**config.mk**
```make
export PLATFORM = sky130hd
export DESIGN_NAME = base64_stream_encoder_unit
export DESIGN_NICKNAME = d
export VERILOG_FILES = /design/src/design/b64se_pkg.sv /design/src/design/b64se_front.sv /design/src/design/b64se_queue.sv /design/src/design/b64se_back.sv /design/src/design/base64_stream_encoder_unit.sv
export SDC_FILE = /design/constraint.sdc
export NUM_CORES = 1
export LEC_CHECK = 0
export BUFFER_PORTS_ARGS = -buffer_cell sky130_fd_sc_hd__buf_2
export CAP_MARGIN = 0
export CORE_MARGIN = 1
export CORE_UTILIZATION = 44
export DETAILED_ROUTE_END_ITERATION = 16
export PLACE_DENSITY_LB_ADDON = 0.12
export SYNTH_ARGS = -nofsm -noshare
export SYNTH_HDL_FRONTEND = slang
export SYNTH_SLANG_ARGS = --single-unit
```
**constraint.sdc**
```tcl
create_clock -name clock -period 3.9 [get_ports clock]
set_input_delay 0.195 -clock clock [delete_from_list [all_inputs] [get_ports clock]]
set_output_delay 0.195 -clock clock [all_outputs]
set_load 0.005 [all_outputs]
```
**src/design/b64se_pkg.sv**
```systemverilog
// Shared types, constants and the alphabet function of the base64 stream encoder.
// No dependencies.
package b64se_pkg;

   localparam int QUEUE_DEPTH = 2;

   localparam logic [6:0] PAD_CHAR   = 7'h3D;
   localparam logic [6:0] PLUS_CHAR  = 7'h2B;
   localparam logic [6:0] SLASH_CHAR = 7'h2F;

   typedef struct packed {
      logic [23:0] data;
      logic [1:0]  cnt;   // bytes in the group minus one
      logic        last;
   } group_type;

   function automatic logic [6:0] b64_char(input logic [5:0] idx);
      logic [6:0] r;
      if (idx < 6'd26) begin
         r = 7'd65 + {1'b0, idx};
      end else if (idx < 6'd52) begin
         r = 7'd71 + {1'b0, idx};
      end else if (idx < 6'd62) begin
         r = {1'b0, idx} - 7'd4;
      end else if (idx == 6'd62) begin
         r = PLUS_CHAR;
      end else begin
         r = SLASH_CHAR;
      end
      return r;
   endfunction

endpackage

```
**src/design/b64se_front.sv**
```systemverilog
// Front end: accepts bytes, holds the pending pair and closes groups.
// Depends on b64se_pkg.
module b64se_front (
   input  logic                 clock,
   input  logic                 reset,
   input  logic                 req_valid,
   output logic                 req_ready,
   input  logic [7:0]           req_data_byte,
   input  logic                 req_last_byte,
   input  logic                 q_full,
   output logic                 q_push,
   output b64se_pkg::group_type q_wdata
);
   import b64se_pkg::*;

   logic [15:0] pending_ff, pending_in;
   logic [1:0]  count_ff, count_in;
   logic        accept;
   logic        closes;

   assign req_ready = !q_full;
   assign accept    = req_valid && req_ready;
   assign closes    = req_last_byte || (count_ff == 2'd2);
   assign q_push    = accept && closes;

   always_comb begin
      q_wdata.cnt  = count_ff;
      q_wdata.last = req_last_byte;
      unique case (count_ff)
         2'd0:    q_wdata.data = {req_data_byte, 16'h0000};
         2'd1:    q_wdata.data = {pending_ff[15:8], req_data_byte, 8'h00};
         default: q_wdata.data = {pending_ff, req_data_byte};
      endcase
   end

   always_comb begin
      pending_in = pending_ff;
      count_in   = count_ff;
      if (accept) begin
         if (closes) begin
            count_in = 2'd0;
         end else if (count_ff == 2'd0) begin
            pending_in = {req_data_byte, 8'h00};
            count_in   = 2'd1;
         end else begin
            pending_in = {pending_ff[15:8], req_data_byte};
            count_in   = 2'd2;
         end
      end
   end

   always_ff @(posedge clock) begin
      if (reset) begin
         count_ff <= 2'd0;
      end else begin
         count_ff <= count_in;
      end
      pending_ff <= pending_in;
   end

endmodule

```
**src/design/b64se_queue.sv**
```systemverilog
// Short group queue between front and back end.
// Depends on b64se_pkg.
module b64se_queue #(
   parameter int Depth = b64se_pkg::QUEUE_DEPTH
) (
   input  logic                 clock,
   input  logic                 reset,
   input  logic                 push,
   input  b64se_pkg::group_type wdata,
   output logic                 full,
   input  logic                 pop,
   output logic                 not_empty,
   output b64se_pkg::group_type rdata
);
   import b64se_pkg::*;

   localparam int PtrW = (Depth > 1) ? $clog2(Depth) : 1;
   localparam int CntW = $clog2(Depth + 1);

   group_type         mem [Depth];
   logic [PtrW-1:0]   wptr_ff, wptr_in, rptr_ff, rptr_in;
   logic [CntW-1:0]   count_ff, count_in;
   logic              do_push, do_pop;

   assign full      = (count_ff == CntW'(Depth));
   assign not_empty = (count_ff != '0);
   assign do_push   = push && !full;
   assign do_pop    = pop && not_empty;
   assign rdata     = mem[rptr_ff];

   always_comb begin
      wptr_in  = wptr_ff;
      rptr_in  = rptr_ff;
      count_in = count_ff;
      if (do_push) begin
         wptr_in = (wptr_ff == PtrW'(Depth - 1)) ? '0 : wptr_ff + 1'b1;
      end
      if (do_pop) begin
         rptr_in = (rptr_ff == PtrW'(Depth - 1)) ? '0 : rptr_ff + 1'b1;
      end
      if (do_push && !do_pop) begin
         count_in = count_ff + 1'b1;
      end else if (do_pop && !do_push) begin
         count_in = count_ff - 1'b1;
      end
   end

   always_ff @(posedge clock) begin
      if (reset) begin
         wptr_ff  <= '0;
         rptr_ff  <= '0;
         count_ff <= '0;
      end else begin
         wptr_ff  <= wptr_in;
         rptr_ff  <= rptr_in;
         count_ff <= count_in;
      end
      if (do_push) begin
         mem[wptr_ff] <= wdata;
      end
   end

endmodule

```
**src/design/b64se_back.sv**
```systemverilog
// Back end: turns a group into four registered characters, one per cycle unless stalled.
// Depends on b64se_pkg.
module b64se_back (
   input  logic                 clock,
   input  logic                 reset,
   input  logic                 q_not_empty,
   input  b64se_pkg::group_type q_rdata,
   output logic                 q_pop,
   output logic                 rsp_valid,
   input  logic                 rsp_ready,
   output logic [6:0]           rsp_out_char,
   output logic                 rsp_last_char
);
   import b64se_pkg::*;

   group_type   group_ff, group_in;
   logic        busy_ff, busy_in;
   logic [1:0]  idx_ff, idx_in;
   logic        valid_ff, valid_in;
   logic [6:0]  char_ff, char_in;
   logic        lastc_ff, lastc_in;
   logic        slot_free, emit, done;
   logic [5:0]  sextet;

   assign slot_free = !valid_ff || rsp_ready;
   assign emit      = busy_ff && slot_free;
   assign done      = emit && (idx_ff == 2'd3);
   assign q_pop     = q_not_empty && (!busy_ff || done);

   always_comb begin
      unique case (idx_ff)
         2'd0:    sextet = group_ff.data[23:18];
         2'd1:    sextet = group_ff.data[17:12];
         2'd2:    sextet = group_ff.data[11:6];
         default: sextet = group_ff.data[5:0];
      endcase
   end

   always_comb begin
      group_in = group_ff;
      busy_in  = busy_ff;
      idx_in   = idx_ff;
      valid_in = valid_ff;
      char_in  = char_ff;
      lastc_in = lastc_ff;
      if (rsp_ready) begin
         valid_in = 1'b0;
      end
      if (emit) begin
         valid_in = 1'b1;
         // pad where position exceeds byte count
         if ({1'b0, idx_ff} >= ({1'b0, group_ff.cnt} + 3'd2)) begin
            char_in = PAD_CHAR;
         end else begin
            char_in = b64_char(sextet);
         end
         lastc_in = (idx_ff == 2'd3) && group_ff.last;
         idx_in   = idx_ff + 2'd1;
         if (done) begin
            busy_in = 1'b0;
         end
      end
      if (q_pop) begin
         group_in = q_rdata;
         busy_in  = 1'b1;
         idx_in   = 2'd0;
      end
   end

   always_ff @(posedge clock) begin
      if (reset) begin
         busy_ff  <= 1'b0;
         idx_ff   <= 2'd0;
         valid_ff <= 1'b0;
      end else begin
         busy_ff  <= busy_in;
         idx_ff   <= idx_in;
         valid_ff <= valid_in;
      end
      group_ff <= group_in;
      char_ff  <= char_in;
      lastc_ff <= lastc_in;
   end

   assign rsp_valid     = valid_ff;
   assign rsp_out_char  = char_ff;
   assign rsp_last_char = lastc_ff;

endmodule

```
**src/design/base64_stream_encoder_unit.sv**
```systemverilog
// Top level of the base64 stream encoder: front end, group queue and back end.
// Depends on b64se_pkg, b64se_front, b64se_queue and b64se_back.
//
// Encodes a byte stream to standard base64, one byte per req word, last_byte on the final
// byte. Every third byte, or the last byte, closes a 24-bit group that yields four rsp words of
// one ASCII character each, '=' padded for a short final group, last_char on the fourth. A
// byte is taken whenever the group queue is not full; the back end sends one character per
// cycle while rsp_ready lets the output register move on, and that character stage sets the
// sustained input rate. A queue of QueueDepth groups lets the front end keep accepting while
// the back end is stalled, until it fills. A message shorter than three bytes yields nothing
// until its last byte arrives; an empty message yields no characters.
module base64_stream_encoder_unit #(
   parameter int QueueDepth = b64se_pkg::QUEUE_DEPTH
) (
   input  logic       clock,
   input  logic       reset,
   input  logic       req_valid,
   output logic       req_ready,
   input  logic [7:0] req_data_byte,
   input  logic       req_last_byte,
   output logic       rsp_valid,
   input  logic       rsp_ready,
   output logic [6:0] rsp_out_char,
   output logic       rsp_last_char
);
   import b64se_pkg::*;

   group_type q_wdata, q_rdata;
   logic      q_push, q_full, q_pop, q_not_empty;

   b64se_front u_front (
      .clock         (clock),
      .reset         (reset),
      .req_valid     (req_valid),
      .req_ready     (req_ready),
      .req_data_byte (req_data_byte),
      .req_last_byte (req_last_byte),
      .q_full        (q_full),
      .q_push        (q_push),
      .q_wdata       (q_wdata)
   );

   b64se_queue #(
      .Depth (QueueDepth)
   ) u_queue (
      .clock     (clock),
      .reset     (reset),
      .push      (q_push),
      .wdata     (q_wdata),
      .full      (q_full),
      .pop       (q_pop),
      .not_empty (q_not_empty),
      .rdata     (q_rdata)
   );

   b64se_back u_back (
      .clock         (clock),
      .reset         (reset),
      .q_not_empty   (q_not_empty),
      .q_rdata       (q_rdata),
      .q_pop         (q_pop),
      .rsp_valid     (rsp_valid),
      .rsp_ready     (rsp_ready),
      .rsp_out_char  (rsp_out_char),
      .rsp_last_char (rsp_last_char)
   );

endmodule

```
==> flow_summary_export.csv <==
group,metric,value,unit
clock_network,clk_path_buf_depth,2,
logic_synthesis,synthesis.nets,346,
sta,hold_violations,0,
setup_path,worstSetupStartpointType,"flip-flop",
clock_network,path_clk_slew,0.06,ns
setup_path,critical_path.top_delay_family,"adder cells",
clock_network,clk_latency,0.51,ns
logic_synthesis,yosysSeqAreaShare,68.4,%
final_layout,fillers,876,
setup_path,path_buf_inv,1,
floorplan,start_util,45.2,%
placed_design,hpwl,5430,um
pwr,p_leak,2.12,nW
sta,maxSlewViolCount,0,
setup_path,crit_slowest_cell,"ha_1",
route,drtIter0Drc,194,
route,drc,0,
final_layout,areaGrowthSynthToFinish,20.6,%
sta,tightest_slew,0.925,ns
pwr,power.share.clock,34.5,%
final_layout,nets,392,
clock_network,numCtsBuffers,17,
placed_design,dp.cells,478,
sta,whs,0.0573,ns
pwr,power_frac_comb,27.3,%
sta,rsz0062_at_grt,"false",
logic_synthesis,syn_avg_cell_area,15.3,um^2
sta,clock_skew,0.0117,ns
setup_path,r2r-end,"u_back.rsp_out_char[1]$_SDFFCE_PP0P_",
pwr,power.internal,0.00331,W
sta,relSlewSlack,36.6,%
global_routing,grt.overflow.total,0,
worst_hold_path,min_from,"rsp_ready",
clock_network,cts_tree,"built",
floorplan,dieArea,11600,um^2
floorplan,pin_count,23,
setup_path,critPathRequiredTime,4.25,ns
setup_path,max_stage_delay,0.51,ns
floorplan,die_w,108,um
logic_synthesis,synthArstFlopShare,0,%
setup_path,worst-r2r-cell-count,7,
setup_path,reg2reg_from,"u_back.idx_ff[1]$_SDFFE_PP0P_",
floorplan,fp-row-count,38,
logic_synthesis,synthTopCellsByArea,"edfxtp_1 64%, mux2_2 8.7%, dfxtp_1 4.1%",
setup_path,cp_common_cell,"ha_1",
route,finalWirelength,8700,um
setup_path,path_max_fanout,12,
route,viasPerCell,5.22,
setup_path,critPathArrivalTime,3.03,ns
route,dr_wl_met3,238,um
clock_network,ctsResizeCount,0,
worst_hold_path,worstHoldPathType,"in -> reg",
pwr,seqPwrFrac,38.2,%
sta,min_period,2.68,ns
worst_hold_path,hold_depth,3,
setup_path,r2r_slack,1.22,ns
sta,fmax,373,MHz
route,dr_total_vias,2716,
logic_synthesis,synth_ff_type,"edfxtp_1",
worst_hold_path,min_to,"u_back.rsp_valid$_SDFFE_PP0P_",
final_layout,fin_cells,520,
logic_synthesis,synth_edf_count,105,
clock_network,htreeDepth,4,
route,top_layer,"met4",
logic_synthesis,ys_types,48,
pwr,ir_drop,330,uV
route,postRouteAntennaNets,0,
pwr,swShare,29.6,%
pwr,p_total,0.00470,W
route,met2_length,4180,um
global_routing,grt_pass1_vias,2770,
floorplan,fp.coreArea,10800,um^2
logic_synthesis,ys_warn_count,0,
final_layout,antenna_cells,0,
global_routing,antenna_found_initial,0,
logic_synthesis,synth_area,4900,um^2
clock_network,root_buffer,"clkbuf_8",
setup_path,critPathCaptureType,"flip-flop",
clock_network,cts_num_sinks,115,
logic_synthesis,synth_top_area_share,64.3,%
logic_synthesis,synth.ff_latch_count,115,
sta,setup_violations,0,
pwr,pwr_density_cell,794,nW/um^2
floorplan,die_y,108,um
setup_path,worstSetupPathType,"reg -> reg",
status,status,"finished, final reports clean",
setup_path,cp-startpoint,"u_back.idx_ff[1]$_SDFFE_PP0P_",
run,max_cap_viol_count,0,
placed_design,gp_congestion,0.776,
final_layout,drive_above_1_share,27.9,%
route,routedWlPerCell,16.7,um
route,first_pass_iters,4,
placed_design,io_buffers,22,
global_routing,grt_pass1_wl,14400,um
global_routing,grt_usage,17.2,%
global_routing,grt_max_degree,32,
logic_synthesis,netlist_instances,321,
pwr,p_sw,0.00139,W
sta,period_share,68.8,%
setup_path,path_cells,"ha_1 > mux2i_1 > inv_1 > ha_1 > a31oi_1 > a311o_1 > a41oi_2",
logic_synthesis,synth_top_area_cell,"edfxtp_1",
sta,fin_setup_tns,0,ns
route,drt-met1-wl,4150,um
-- per-layer routing --
layer	global-route usage, %	up-vias
met2	26.7	43
met4	7.63	0
met3	4.90	10
met5	0	-
met1	22.2	1330
li1	-	1333
-- cells by family after synthesis --
logic type	synth area share [%]
DFF	68.4
xor gates and xnor gates	1.07
and+or+nand+nor	6.38
adders and majority gates	3.06
muxes	9.62
buffers and inverters	2.60
AOI/OAI and AO/OA	8.88
-- area by class of cell --
cell class | count | area, um^2 | area share [%]
multi-input combinational | 178 | 1440 | 24.3
sequential | 115 | 3350 | 56.7
tap | 140 | 175 | 2.96
clock inverter | 15 | 214 | 3.62
clock buffer | 17 | 414 | 7.00
inverter | 17 | 63.8 | 1.08
timing repair buffer | 38 | 255 | 4.32
-- worst register-to-register path, cell delays in order, from the launching register on --
cell and delay, ns:
dfxtp_1 0.43, ha_1 0.51, mux2i_1 0.47, inv_1 0.14, ha_1 0.38, a31oi_1 0.07, a311o_1 0.38, a41oi_2 0.15
-- metrics by stage --
step	cell area [um^2]	worst slack, ns	util, %
detailed placement	5180	1.24	47.8
global route	5910	0.923	54.5
floorplan	4900	0.694	-
CTS	5910	1.21	54.5
finish	5910	1.22	54.5
global placement	5180	1.29	47.8
-- registers in the layout, summed over array words and instances (netlist names) --
signal / count
u_queue.rptr_ff: 1
u_queue.wptr_ff: 1
u_back.group_ff: 27
u_queue.count_ff: 2
u_back.idx_ff: 2
u_front.pending_ff: 16
u_front.count_ff: 2
u_back.busy_ff: 1
u_back.rsp_valid: 1
u_queue.mem: 54
u_back.rsp_last_char: 1
u_back.rsp_out_char: 7
-- what timing repair did --
action | 4_1_cts | 5_1_grt
hold buffers | 10 | 0
setup buffers | 0 | 0
endpoints found under the hold margin | 18 | 0
-- cell usage in the layout (no fill, tap or decap), types with 6 or more instances in the layout --
| cell | synthesis | final |
|---|---|---|
| clkbuf_16 | 0 | 16 |
| buf_4 | 1 | 6 |
| dfxtp_1 | 10 | 10 |
| nand2_1 | 11 | 11 |
| dlygate4sd3_1 | 0 | 10 |
| nor2b_1 | 9 | 9 |
| inv_1 | 16 | 16 |
| nor2_1 | 13 | 13 |
| a21oi_1 | 14 | 13 |
| ha_1 | 12 | 12 |
| a22o_1 | 9 | 9 |
| edfxtp_1 | 105 | 105 |
| buf_2 | 1 | 22 |
| mux2_2 | 38 | 38 |
| and2_1 | 10 | 10 |
-- power groups by stage --
stage | Clock, W | Combinational, W | Sequential, W
3_3_place_gp | 0 | 0.00125 | 0.00182
3_5_place_dp | 0 | 0.00128 | 0.00182
6_report | 0.00162 | 0.00128 | 0.00179
5_1_grt | 0.00170 | 0.00144 | 0.00182
4_1_cts | 0.00165 | 0.00130 | 0.00180
2_1_floorplan | 0 | 0.000978 | 0.00180
-- worst max path at each step --
stage,to,slack (ns),cells after the start
floorplan,u_queue.count_ff[1]$_SDFFE_PP0P_,0.69,7
global placement,u_back.rsp_out_char[1]$_SDFFCE_PP0P_,1.29,7
detailed placement,u_back.rsp_out_char[1]$_SDFFCE_PP0P_,1.24,7
CTS,u_back.rsp_out_char[1]$_SDFFCE_PP0P_,1.21,7
global route,u_back.rsp_out_char[1]$_SDFFCE_PP0P_,0.92,7
finish,u_back.rsp_out_char[1]$_SDFFCE_PP0P_,1.22,7
-- synthesized netlist by cell type (3+ instances only) --
| master | number |
|---|---|
| inv_1 | 16 |
| edfxtp_1 | 105 |
| nor2_1 | 13 |
| clkbuf_1 | 7 |
| mux2_2 | 38 |
| xnor2_1 | 4 |
| dfxtp_1 | 10 |
| a21oi_1 | 14 |
| mux2i_1 | 3 |
| a31oi_1 | 4 |
| o21ai_0 | 3 |
| a211oi_1 | 3 |
| nand2_1 | 11 |
| ha_1 | 12 |
| nor2b_1 | 9 |
| a222oi_1 | 4 |
| a22o_1 | 9 |
| nand3_1 | 4 |
| a22oi_1 | 3 |
| nand2b_1 | 3 |
| nor3_1 | 5 |
| and2_1 | 10 |
Note: power is estimated with default switching activity, not from simulation.
